## src/design/annexb_pkg.sv

```systemverilog
package annexb_pkg;

  localparam int unsigned MaxResults = 4;

  localparam logic [4:0] NalTypeMask = 5'h1f;
  localparam logic [7:0] ByteZero = 8'h00;
  localparam logic [7:0] ByteStart = 8'h01;
  localparam logic [7:0] ByteEmul = 8'h03;

  localparam logic KindPayload = 1'b0;
  localparam logic KindEnd = 1'b1;

  typedef struct packed {
    logic [7:0] in_byte;
    logic       end_of_stream;
  } in_item_t;

  typedef struct packed {
    logic       kind;
    logic [7:0] out_byte;
    logic [4:0] nal_type;
    logic       is_header;
    logic       run_last;
  } out_item_t;

endpackage

```

## src/design/annexb_nal_extractor.sv

```systemverilog
// Annex B NAL extractor: takes one stream byte per item and gives payload bytes, a header
// flag with the captured NAL unit type, and an end marker when a NAL unit closes. Every
// item is worked out combinationally into a registered result bank of up to four entries,
// shown one entry per cycle on the output while it is not stalled. An item with zero or
// one result lets the next item in on the following cycle unless the output stalls, so a
// plain byte stream runs at one byte per clock; an item that releases held zeros or closes
// a unit gives up to four results and holds the input while the bank drains.
// Configuration is taken in any cycle and must only be written while the block is idle.
module annexb_nal_extractor (
  input  logic                  clk_i,
  input  logic                  rst_ni,
  input  logic                  in_valid_i,
  output logic                  in_stall_o,
  input  annexb_pkg::in_item_t  in_data_i,
  output logic                  out_valid_o,
  input  logic                  out_stall_i,
  output annexb_pkg::out_item_t out_data_o,
  input  logic                  cfg_valid_i,
  output logic                  cfg_ready_o,
  input  logic                  cfg_data_i
);
  import annexb_pkg::*;

  typedef struct packed {
    logic [1:0] zero_run;
    logic [1:0] held_zeros;
    logic       inside_nal;
    logic       expect_header;
    logic [4:0] current_type;
  } state_t;

  typedef struct packed {
    state_t    st;
    logic      valid;
    out_item_t item;
  } emit_t;

  function automatic emit_t emit_payload(state_t s, logic [7:0] b);
    emit_t r;
    r.st = s;
    r.valid = 1'b0;
    r.item = '0;
    if (s.inside_nal) begin
      r.valid = 1'b1;
      if (s.expect_header) begin
        r.st.current_type = b[4:0] & NalTypeMask;
        r.st.expect_header = 1'b0;
        r.st.zero_run = 2'd0;
        r.item.is_header = 1'b1;
      end else if (b == ByteZero) begin
        if (s.zero_run != 2'd3) begin
          r.st.zero_run = s.zero_run + 2'd1;
        end
      end else begin
        r.st.zero_run = 2'd0;
      end
      r.item.kind = KindPayload;
      r.item.out_byte = b;
      r.item.nal_type = r.st.current_type;
      r.item.run_last = 1'b0;
    end
    return r;
  endfunction

  state_t    state_q, state_d;
  logic      emul_en_q;
  out_item_t bank_q [MaxResults];
  out_item_t res [MaxResults];
  logic [2:0] cnt_q, n;
  logic [1:0] rd_q;
  logic       pop, last, accept;
  emit_t      e;

  assign cfg_ready_o = 1'b1;
  assign out_valid_o = (cnt_q != 3'd0);
  assign out_data_o = bank_q[rd_q];
  assign pop = out_valid_o && !out_stall_i;
  assign last = (rd_q == 2'(cnt_q - 3'd1));
  assign in_stall_o = out_valid_o && !(pop && last);
  assign accept = in_valid_i && !in_stall_o;

  always_comb begin
    state_d = state_q;
    n = 3'd0;
    e = '0;
    for (int i = 0; i < MaxResults; i++) begin
      res[i] = '0;
    end
    if (in_data_i.end_of_stream) begin
      for (int i = 0; i < 3; i++) begin
        if (2'(i) < state_q.held_zeros) begin
          e = emit_payload(state_d, ByteZero);
          state_d = e.st;
          if (e.valid) begin
            res[n[1:0]] = e.item;
            n = n + 3'd1;
          end
        end
      end
      if (state_d.inside_nal) begin
        res[n[1:0]].kind = KindEnd;
        res[n[1:0]].nal_type = state_d.current_type;
        n = n + 3'd1;
      end
      state_d = '0;
    end else if (in_data_i.in_byte == ByteZero) begin
      if (state_q.held_zeros != 2'd3) begin
        state_d.held_zeros = state_q.held_zeros + 2'd1;
      end else begin
        e = emit_payload(state_d, ByteZero);
        state_d = e.st;
        if (e.valid) begin
          res[0] = e.item;
          n = 3'd1;
        end
      end
    end else if (in_data_i.in_byte == ByteStart && state_q.held_zeros >= 2'd2) begin
      if (state_q.inside_nal) begin
        res[0].kind = KindEnd;
        res[0].nal_type = state_q.current_type;
        n = 3'd1;
      end
      state_d.inside_nal = 1'b1;
      state_d.expect_header = 1'b1;
      state_d.current_type = 5'd0;
      state_d.zero_run = 2'd0;
      state_d.held_zeros = 2'd0;
    end else begin
      for (int i = 0; i < 3; i++) begin
        if (2'(i) < state_q.held_zeros) begin
          e = emit_payload(state_d, ByteZero);
          state_d = e.st;
          if (e.valid) begin
            res[n[1:0]] = e.item;
            n = n + 3'd1;
          end
        end
      end
      state_d.held_zeros = 2'd0;
      if (in_data_i.in_byte == ByteEmul && emul_en_q && state_d.inside_nal &&
          !state_d.expect_header && state_d.zero_run >= 2'd2) begin
        state_d.zero_run = 2'd0;
      end else begin
        e = emit_payload(state_d, in_data_i.in_byte);
        state_d = e.st;
        if (e.valid) begin
          res[n[1:0]] = e.item;
          n = n + 3'd1;
        end
      end
    end
    if (n != 3'd0) begin
      res[2'(n - 3'd1)].run_last = 1'b1;
    end
  end

  always_ff @(posedge clk_i or negedge rst_ni) begin
    if (!rst_ni) begin
      state_q <= '0;
      emul_en_q <= 1'b1;
      cnt_q <= 3'd0;
      rd_q <= 2'd0;
    end else begin
      if (cfg_valid_i && cfg_ready_o) begin
        emul_en_q <= cfg_data_i;
      end
      if (accept) begin
        state_q <= state_d;
        cnt_q <= n;
        rd_q <= 2'd0;
      end else if (pop) begin
        if (last) begin
          cnt_q <= 3'd0;
          rd_q <= 2'd0;
        end else begin
          rd_q <= rd_q + 2'd1;
        end
      end
    end
  end

  always_ff @(posedge clk_i) begin
    if (accept) begin
      for (int i = 0; i < MaxResults; i++) begin
        bank_q[i] <= res[i];
      end
    end
  end

endmodule

```

## config.mk

```make
export PLATFORM = sky130hd
export DESIGN_NAME = annexb_nal_extractor
export DESIGN_NICKNAME = d
export VERILOG_FILES = /design/src/design/annexb_pkg.sv /design/src/design/annexb_nal_extractor.sv
export SDC_FILE = /design/constraint.sdc
export NUM_CORES = 1
export LEC_CHECK = 0
export BUFFER_PORTS_ARGS = -buffer_cell sky130_fd_sc_hd__buf_4
export CORE_MARGIN = 2
export CORE_UTILIZATION = 54
export DETAILED_ROUTE_END_ITERATION = 8
export HOLD_SLACK_MARGIN = 0.06
export PLACE_DENSITY_LB_ADDON = 0.3
export SYNTH_ARGS = -nofsm -noshare
export SYNTH_HDL_FRONTEND = slang
export SYNTH_SLANG_ARGS = --single-unit
```

## constraint.sdc

```tcl
create_clock -name clk_i -period 3.6 [get_ports clk_i]
set_clock_uncertainty 0.15 [all_clocks]
set_input_delay 0.72 -clock clk_i [delete_from_list [all_inputs] [get_ports clk_i]]
set_output_delay 0.72 -clock clk_i [all_outputs]
set_load 0.02 [all_outputs]
```

* Yosys cells after proc, flatten, opt, wreduce, memory -nomap -nowiden *
Memories as Yosys holds them, arrays and structs flattened.
Cells that the tools add are included.

operators by class
  add/sub/neg operators = 14
  magnitude comparators = 19
  equality and inequality tests = 11
  muxes and demuxes = 185
  bitwise operators = 7
  reductions and logical operators = 29

operators by type and width
  cell                                                        number
  2-to-1 mux 64 bit                                           21
  2-to-1 mux 23 bit                                           30
  bitwise mux 64 bit                                          8
  2-to-1 mux 16 bit                                           17
  demux 16 bit (select 2 bit)                                 8
  2-to-1 mux 11 bit                                           19
  2-to-1 mux 3 bit                                            30
  2-to-1 mux 50 bit                                           1
  2-to-1 mux 48 bit                                           1
  2-to-1 mux 5 bit                                            8
  2-to-1 mux 2 bit                                            19
  greater-or-equal comparator 3 bit, second input constant    7
  less-than comparator 3 x 1 -> 1 bit, second input constant  7
  inverter 2 -> 3 bit                                         7
  adder 3 x 1 -> 3 bit, second input constant                 6
  2-to-1 mux 6 bit                                            3
  2-to-1 mux 1 bit                                            17
  logical AND 1 bit                                           16
  2-to-1 mux 7 bit                                            2
  adder 2 x 1 -> 2 bit, second input constant                 6
  inequality test 2 bit, second input constant                6
  equality test 8 x 1 -> 1 bit, second input constant         1
  equality test 8 x 2 -> 1 bit, second input constant         1
  logical NOT 8 bit                                           1
  other kinds (11)                                            23

storage, ports and cells
  bits in registers = 17
  bits in writable memories = 64
  input bits = 15
  output and inout port bits = 19
  logic and storage cells = 274
  memories kept = 1

memories
  name    depth  width  rd ports  clocked after Yosys merged registers in  write ports  line                        text
  bank_q  4      16     1         0                                        4            annexb_nal_extractor.sv:67  out_item_t bank_q [MaxResults];

* Logic depth before layout (Yosys ltp) *
Gate-level depths: netlist (run 1).

  depth in word-level cells = 50
  mapped depth = 14
  depth with buffers taken out = 12

* Worst setup path after synthesis (run 1) *
No wires, ideal clock.

  path kind = flip-flop to flip-flop
  start point = register cnt_q[0]
  end point = register state_q[10] in the netlist's numbering
  setup time = 68 ps
  arrival time = 3357 ps
  data required time = 3382 ps
  setup slack = 25 ps
  cell stages (with the launch flop) = 10
  path buffers = 0
  period minus slack after synthesis = 3575 ps
  path through = dfrtp_1 -> inv_1 -> ha_1 -> xnor2_1 -> nor3_1 -> o21ai_1 -> inv_1 -> o21ai_0 -> o21ai_0 -> a32o_1

between the ends
  cells in the longest elaborated chain, start to end = 8
  elaborated cells between the ends (all ways) = 10
  classes of those cells = 1 x add/sub; 1 x eq/ne; 8 x reduce/logical

RTL lines
  item                                                                    line                                                    text
  from (decl)                                                             annexb_nal_extractor.sv:69                              logic [2:0] cnt_q, n;
  from (signal assigned)                                                  annexb_nal_extractor.sv:169                             cnt_q <= n;
  subtractor 2 x 1 -> 2 bit / nonzero test 3 bit (equally long branches)  annexb_nal_extractor.sv:78, annexb_nal_extractor.sv:75
  equality test 2 bit / logical AND 1 bit (equally long branches)         annexb_nal_extractor.sv:78, annexb_nal_extractor.sv:77
  logical AND 1 bit                                                       annexb_nal_extractor.sv:79                              assign in_stall_o = out_valid_o && !(pop && last);
  logical NOT 1 bit                                                       annexb_nal_extractor.sv:79
  logical AND 1 bit *                                                     annexb_nal_extractor.sv:79
  logical NOT 1 bit *                                                     annexb_nal_extractor.sv:80                              assign accept = in_valid_i && !in_stall_o;
  logical AND 1 bit *                                                     annexb_nal_extractor.sv:80
  named net accept                                                        annexb_nal_extractor.sv:71                              logic pop, last, accept;
  AND reduction 2 bit (no source line) *                                  --
  to (signal assigned)                                                    annexb_nal_extractor.sv:168                             state_q <= state_d;
  to (decl)                                                               annexb_nal_extractor.sv:65                              state_t state_q, state_d;

Mark *: on every way through the listed nets, which the timed path passes. The rest lies on a longest branch.
A chain may end at the register's enable or synchronous reset.

==> flow_summary.ini, run 1 <==
[logic_synthesis]
netlist_instances = 382
synth_edf_count = 64
ys_seq_elements = 81
synth_area_leader_cell = edfxtp_1
syn_area_sq_um = 4490
yosysMostFrequentCell = edfxtp_1
synthFlopType = edfxtp_1
synth-async-reset-ratio_pct = 21.0
yosysWarnings = 0
synth_top_area_share_pct = 42.8
synthTopCellsByCount = edfxtp_1 (64), and2_1 (36), nand2_1 (32), nor2_1 (21)
yosysSeqAreaShare_pct = 52.4
syn_nets = 406
avgSynthCellArea_sq_um = 11.7
yosysUniqueCellTypes = 61
synth_area_leaders = edfxtp_1 (43%), dfrtp_1 (8.9%), mux4_2 (8.0%)

[place]
dp_cells = 512
dpl_cell_area_sq_um = 4850
gp_congestion = 0.922
io_buffer_count = 32
dpl.hpwl_mm = 7.00

[sta]
clock.fmax_mhz = 306
timing.final.crit_period_ns = 3.27
setup_tns_ns = 0
fin_hold_ws_ns = 0.0792
worst_pin_slew_ns = 0.863
hold_viol = 0
maxSlewHeadroom_pct = 41.7
setup_viol_count_final = 0
fin_crit_sh_pct = 90.7
rsz0062_at_grt = no
drv_slew = 0

[final_layout]
num-nets-final = 442
stdcell_count = 528
drive_gt1_share_pct = 21.5
fillers = 630
area_growth_pct = 12.5
design_area_sq_um = 5040
diodes = 0

[routing]
dr.pass1.iters = 7
wl_mm = 10.1
wire_per_inst_microns = 19.0
ant_nets = 0
drt_iter0_drc = 343
drc_errors = 0
via_per_inst = 6.23
vias = 3290

[floorplan]
die_h_microns = 95.1
dieWidth_microns = 95.1
fp.coreArea_sq_um = 8130
die_area_sq_um = 9050
ioPinCount = 34
initial_core_util_pct = 55.1
num_rows = 33

[global_route]
grt_pass1_vias = 3136
antenna_found_initial = 0
grt_pass1_wl_mm = 16.2
grt_max_degree = 43
overflow = 0
grt_usage_pct = 24.0

[worst_setup_path]
end_kind = register
cp_max_fo = 16
worst_setup_path_start_kind = register
worstPathRequired_ns = 3.56
path_class = register to register
cp_data_arrival_time_ns = 3.22

[cts]
cts_buffers = 9
cts_tree = done
htree_num_levels = 3
clkLatencyLatePin_ns = 0.36
cts_buffer_depth = 2
path_clk_slew_ns = 0.09
root_buffer = clkbuf_8
hold_buffers = 0
post_cts_resized = 0
post_cts_buffers = 0
cts.sinks = 81

[run]
drv_cap = 0

[power_and_ir_drop]
peakVddDrop_mv = 0.162
power_mw = 1.86
power_density_nw_per_um2 = 369
leakage_nw = 1.95

[worst_hold_path]
hold_path_class = input pin to async pin

[outcome]
run_status = complete, no violations
## flip-flops by register name, summed over array words and instances, names as in the netlist
register and cells:
emul_en_q 1, cnt_q 3, state_q 11, rd_q 2, bank_q 64
## worst paths after layout
kind                                   startpoint                      to  slack [ns]  depth (start not counted)
max                        state_q[7]$_DFFE_PN0P_  bank_q[0][3]$_DFFE_PP_        0.33                          9
min                                        rst_ni  state_q[7]$_DFFE_PN0P_        0.08                          1
max reg2reg                state_q[7]$_DFFE_PN0P_  bank_q[0][3]$_DFFE_PP_        0.33                          9
min reg2reg                  cnt_q[1]$_DFFE_PN0P_    cnt_q[1]$_DFFE_PN0P_        0.40                          2
max in group asynchronous                  rst_ni   emul_en_q$_DFFE_PN1P_        2.94                          1
min in group clk_i           cnt_q[1]$_DFFE_PN0P_    cnt_q[1]$_DFFE_PN0P_        0.40                          2
## final cells by class
cell class | count | area [sq um] | area share, %
Sequential cell | 81 | 2350 | 46.6
Multi-Input combinational cell | 263 | 1960 | 38.9
Timing Repair Buffer | 45 | 338 | 6.70
Clock buffer | 11 | 131 | 2.60
Tap cell | 105 | 131 | 2.60
Inverter | 18 | 67.6 | 1.34
Clock inverter | 5 | 63.8 | 1.26
## cell usage in the layout (no fill, tap or decap), drive strengths merged, types with 2 or more instances in the layout
cell type  instances
inv               18
mux2i              3
a21oi              8
clkinv             3
and3               5
a32o               4
a22o              12
o2bb2ai            2
ha                 9
nand2             32
buf               45
nand4              5
mux2               2
nor3               8
nand3             13
clkbuf            11
or2b               2
a2bb2oi            2
edfxtp            64
o22ai             13
a22oi              6
xor2               2
nor2b              5
a21o               3
mux4              16
and2              37
o221ai             2
and2b              2
xnor2              6
a21boi             2
dfrtp             16
or3                3
nor2              24
nor4               2
o21ai             19
## critical path, cell delays in order, from the launching register on
cell,delay (ns)
dfrtp_1,0.38
inv_1,0.09
ha_1,0.31
or4b_1,0.52
a21o_1,0.18
o2111a_1,0.16
o2111ai_4,0.47
nand3_4,0.13
a32o_1,0.34
a22o_1,0.25
## power breakdown
| part | internal, mW | switching, mW | total (mW) | leakage [nW] |
|---|---|---|---|---|
| registers | 1.04 | 0.00782 | 1.04 | 0.894 |
| logic | 0.0500 | 0.0981 | 0.148 | 0.966 |
| clock network | 0.326 | 0.342 | 0.668 | 0.0941 |
## kinds of logic (layout without fill, tap and decap cells)
logic type | count (synthesis) | in the layout | share of synthesized area [%]
AO/OA/AOI/OAI | 80 | 80 | 13.1
XOR/XNOR | 8 | 8 | 1.56
adder cells (fa/ha/maj) | 9 | 9 | 2.51
buffers and inverters | 38 | 79 | 3.85
flip-flops | 81 | 81 | 52.4
multiplexers | 21 | 21 | 9.21
other | 1 | 1 | 0.0836
AND/OR/NAND/NOR | 144 | 144 | 17.4
## per-layer routing
metal	global-route usage [%]	up-vias	wire length [microns]
li1	-	1503	-
met2	36.6	168	4730
met5	0	-	0
met1	35.0	1594	4360
met4	7.97	0	235
met3	4.35	25	733
## through the flow
step	utilization, %	setup WS [ns]
floorplan	-	0.0253
global placement	59.6	0.464
detailed placement	59.6	0.387
CTS	62.0	0.362
global route	62.0	0.196
finish	62.0	0.335
Power figures use the tool's default switching activity.
==> inputs of run 2 (changes only) <==
SETUP_SLACK_MARGIN = 0.5   (was not set)
==> run 2 against run 1 <==
  * Core utilization rose by 1.0 points
  * Clock power fell by 6.0%
  * Power decreased by 2.0%
  * Critical endpoint is now bank_q[3][0]$_SDFFCE_PN0P_
  * Highest routed layer unchanged
==> flow_summary.ini, run 2 (same netlist as run 1, synthesis figures left out) <==
[outcome]
run_status = complete, no violations

[final_layout]
largest_register_ffs = 64
diodes = 0
drive_gt1_share_pct = 24.1
largestRegisters = bank_q x64, state_q x11, cnt_q x3
layout_commonest_cell = edfxtp_1
num-nets-final = 446
regMostFlops = bank_q
design_area_sq_um = 5130
layout_common_cells = edfxtp_1 (64), buf_4 (48), and2_1 (36), nand2_1 (32), nor2_1 (21)
final_core_utilization_pct = 63.1
area_growth_pct = 14.3

[place]
io_buffer_count = 32
dpl.hpwl_mm = 7.27
dpl_cell_area_sq_um = 4850
gp_congestion = 0.947

[power_and_ir_drop]
leakage_nw = 1.98
power_density_nw_per_um2 = 355
peakVddDrop_mv = 0.208

[routing]
drt_iter0_drc = 352
vias = 3346
dr.pass1.iters = 5
wire_per_inst_microns = 20.1
ant_nets = 0
drc_errors = 0
via_per_inst = 6.29
wl_mm = 10.7

[cts]
htree_num_levels = 3
cts_buffer_depth = 2
path_clk_slew_ns = 0.09
cts_tree = done
cts.sinks = 81
root_buffer = clkbuf_8
hold_buffers = 0
cts_buffers = 9
clkLatencyLatePin_ns = 0.36

[worst_setup_path]
critPathSlowestCell = or4_2
worst_setup_path_start_kind = register
worstPathRequired_ns = 3.68
slowest_delay_ns = 0.69
end_kind = register
critical_path.top_delay_family = simple AND/OR/NAND/NOR gates
cp_max_fo = 9
path_class = register to register
crit_chain = inv_1, ha_4, or2b_1, nand2_1, a21oi_1, o2111ai_2, or4_2, nand3_1, and3_1
path_buf_inv = 1
cp_data_arrival_time_ns = 3.18

[global_route]
grt_pass1_vias = 3239
grtUsageMet3_pct = 6.64
grt_pass1_wl_mm = 16.9
met1_usage_pct = 33.3
grt_max_degree = 41
busiest_layer = met2
grt_usage_pct = 25.5
gr-usage-met2_pct = 41.3
antenna_found_initial = 0
overflow = 0

[floorplan]
initial_core_util_pct = 55.1
die_area_sq_um = 9050
num_rows = 33
fp.coreArea_sq_um = 8130
dieWidth_microns = 95.1
die_h_microns = 95.1
ioPinCount = 34

[sta]
setup_viol_count_final = 0
setup_tns_ns = 0
clock.fmax_mhz = 322
hold_viol = 0
fin_crit_sh_pct = 86.3
worst_pin_slew_ns = 0.809
timing.final.crit_period_ns = 3.11
maxSlewHeadroom_pct = 45.3
drv_slew = 0
rsz0062_at_grt = yes

[worst_hold_path]
hold_path_class = input pin to async pin

[run]
drv_cap = 0
[run 2: through the flow]
step	hold WS [ns]	total power, mW	setup slack (ns)	instances
2_1_floorplan	0.274	1.14	0.507	382
3_3_place_gp	0.342	1.21	0.469	511
3_5_place_dp	0.351	1.21	0.410	511
4_1_cts	0.0650	1.83	0.518	530
5_1_grt	0.0811	1.89	0.424	532
6_report	0.0742	1.82	0.494	532
[run 2: worst paths after layout]
kind,startpoint,endpoint,slack (ns),depth (start not counted)
hold reg to reg,cnt_q[2]$_DFFE_PN0P_,cnt_q[2]$_DFFE_PN0P_,0.37,1
min in group clk_i,cnt_q[2]$_DFFE_PN0P_,cnt_q[2]$_DFFE_PN0P_,0.37,1
setup reg to reg,state_q[7]$_DFFE_PN0P_,bank_q[3][0]$_SDFFCE_PN0P_,0.49,9
setup / recovery,state_q[7]$_DFFE_PN0P_,bank_q[3][0]$_SDFFCE_PN0P_,0.49,9
max in group asynchronous,rst_ni,emul_en_q$_DFFE_PN1P_,2.95,1
hold / removal,rst_ni,state_q[0]$_DFFE_PN0P_,0.07,1
[run 2: cell type report]
class | count | area, sq um
Fill cell | 636 | 3010
Sequential cell | 81 | 2350
Multi-Input combinational cell | 264 | 2030
Timing Repair Buffer | 48 | 360
Clock buffer | 10 | 138
Tap cell | 105 | 131
Inverter | 18 | 71.3
Clock inverter | 6 | 50.0
[run 2: report_power, final]
part / switching [mW] / total, mW / internal [mW]
sequential: 0.00844 / 1.04 / 1.04
clock: 0.351 / 0.628 / 0.278
combinational: 0.0999 / 0.150 / 0.0504
[run 2: routing by layer]
metal  up-vias  wire length [microns]
met5         -                      0
met4         0                    288
met3        35                    931
met2       166                   5110
met1      1628                   4360
li1       1517                      -
[run 2: repair_timing]
action | CTS | global route
resized for setup | 4 | 5
pin swaps | 1 | 3
buffers inserted | 2 | 2
cloned | 1 | 0
setup endpoints to repair | 39 | 28
==> inputs of run 3 (changes only) <==
RECOVER_POWER = 100   (was not set)
==> run 3 against run 2 <==
  * Non-clock buffer count stayed put
  * Sequential share of layout area is 1.3 points higher
  * Setup slack worse by 0.14 ns
  * Cell area is 2.7% lower
  * Hold slack better by 0.29 ns
  * Sequential cell count stayed put
  * Wire length is 0.81% higher
==> flow_summary.ini, run 3 (same netlist as run 1, synthesis figures left out) <==
[worst_setup_path]
path_class = register to register
crit_chain = inv_1, ha_1, or4b_1, a21o_1, o2111a_1, o2111ai_4, nand3_1, a32o_1, a22o_1
end_kind = register
r2r_cells = 9
r2r_setup_slack_ns = 0.36
worstPathRequired_ns = 3.57
critical_path.top_delay_family = compound AO/OA/AOI/OAI gates
path_buf_inv = 1
slowest_delay_ns = 0.52
r2r-end = bank_q[0][4]$_DFFE_PP_
reg2reg_from = state_q[7]$_DFFE_PN0P_
worst_setup_path_start_kind = register
cp_data_arrival_time_ns = 3.21
critPathSlowestCell = or4b_1
cp_max_fo = 9

[final_layout]
drive_gt1_share_pct = 17.3
area_growth_pct = 11.2
num-nets-final = 446
diodes = 0
largest_register_ffs = 64
regMostFlops = bank_q
layout_commonest_cell = edfxtp_1
layout_common_cells = edfxtp_1 (64), nand2_1 (32), and2_1 (28), buf_4 (23)
largestRegisters = bank_q x64, state_q x11, cnt_q x3

[cts]
clkLatencyLatePin_ns = 0.36
cts_tree = done
cts_buffer_depth = 2
hold_buffers = 0
path_clk_slew_ns = 0.08
cts_buffers = 9
root_buffer = clkbuf_8
cts.sinks = 81
htree_num_levels = 3

[power_and_ir_drop]
leakage_nw = 1.87
p_switching_mw = 0.462
power_frac_seq_pct = 57.4
peakVddDrop_mv = 0.206
power_mw = 1.82
power_frac_clock_pct = 34.6
switching_share_pct = 25.4
p_int_mw = 1.36
power_density_nw_per_um2 = 365
pwr-share-comb_pct = 8.0

[floorplan]
dieWidth_microns = 95.1
num_rows = 33
ioPinCount = 34
die_area_sq_um = 9050
die_h_microns = 95.1
fp.coreArea_sq_um = 8130
initial_core_util_pct = 55.1

[routing]
wire_per_inst_microns = 20.3
via_per_inst = 6.33
drt_iter0_drc = 333
ant_nets = 0
drc_errors = 0
dr.pass1.iters = 5
vias = 3367
wl_mm = 10.8

[sta]
worst_pin_slew_ns = 1.09
setup_tns_ns = 0
maxSlewHeadroom_pct = 27.3
drv_slew = 0
hold_viol = 0
setup_slack_ns = 0.356
rsz0062_at_grt = yes
setup_viol_count_final = 0
fin_crit_sh_pct = 90.1
timing.final.crit_period_ns = 3.24
clock.fmax_mhz = 308
fin_hold_ws_ns = 0.368

[place]
io_buffer_count = 32
gp_congestion = 0.947
place_ws_ns = 0.410
dpl.hpwl_mm = 7.27

[worst_hold_path]
whs_path_depth = 1
hp-start = cnt_q[2]$_DFFE_PN0P_
worstHoldEndpoint = cnt_q[2]$_DFFE_PN0P_
hold_path_class = register to register

[global_route]
grt_usage_pct = 25.5
overflow = 0
grt_pass1_wl_mm = 16.9
grt_max_degree = 41
antenna_found_initial = 0
grt_pass1_vias = 3239

[outcome]
run_status = complete, no violations

[run]
drv_cap = 0
==> run 3: per-stage QoR <==
step / utilization [%] / instances / area (sq um)
final: 61.3 / 532 / 4990
after global routing: 61.3 / 532 / 4990
after CTS: 62.5 / 530 / 5080
after detailed placement: 59.6 / 511 / 4850
after global placement: 59.6 / 511 / 4850
after floorplan: - / 382 / 4500
==> run 3: per-layer routing <==
layer  GRT usage, %  vias to the layer above  wire length, microns
met5              0                        -                     0
met4           9.06                        0                   242
met3           6.64                       28                   824
met2           41.3                      159                  5130
met1           33.3                     1665                  4590
li1               -                     1515                     -
==> run 3: cell type report <==
| type | instances | area, sq um |
|---|---|---|
| fill | 670 | 3150 |
| tap | 105 | 131 |
| multi-input combinational | 264 | 1980 |
| clock buffer | 10 | 138 |
| clock inverter | 6 | 50.0 |
| timing repair buffer | 48 | 274 |
| inverter | 18 | 71.3 |
| sequential | 81 | 2350 |
==> run 3: worst max-delay path by stage <==
stage,startpoint,to,slack (ns),cells after the start
3_5_place_dp,state_q[7]$_DFFE_PN0P_,bank_q[1][7]$_SDFFCE_PP0P_,0.41,9
4_1_cts,state_q[7]$_DFFE_PN0P_,bank_q[0][4]$_DFFE_PP_,0.52,9
2_1_floorplan,state_q[8]$_DFFE_PN0P_,bank_q[0][5]$_DFFE_PP_,0.51,11
6_report,state_q[7]$_DFFE_PN0P_,bank_q[0][4]$_DFFE_PP_,0.36,9
5_1_grt,cnt_q[0]$_DFFE_PN0P_,state_q[10]$_DFFE_PN0P_,0.22,10
3_3_place_gp,state_q[7]$_DFFE_PN0P_,bank_q[0][3]$_DFFE_PP_,0.47,9
==> run 3: power groups by stage <==
stage	registers, mW	logic, mW	clock network (mW)
finish	1.04	0.145	0.630
CTS	1.04	0.148	0.638
floorplan	1.06	0.0802	0
global route	1.05	0.155	0.679
global placement	1.06	0.145	0
detailed placement	1.07	0.147	0
==> run 3: timing repair <==
| action | 4_1_cts | 5_1_grt |
|---|---|---|
| cloned | 1 | 0 |
| pin swaps | 1 | 3 |
| hold endpoints to repair | 0 | 0 |
| gates resized for setup | 4 | 5 |
| setup buffers | 2 | 2 |
| endpoints found under the setup margin | 39 | 28 |
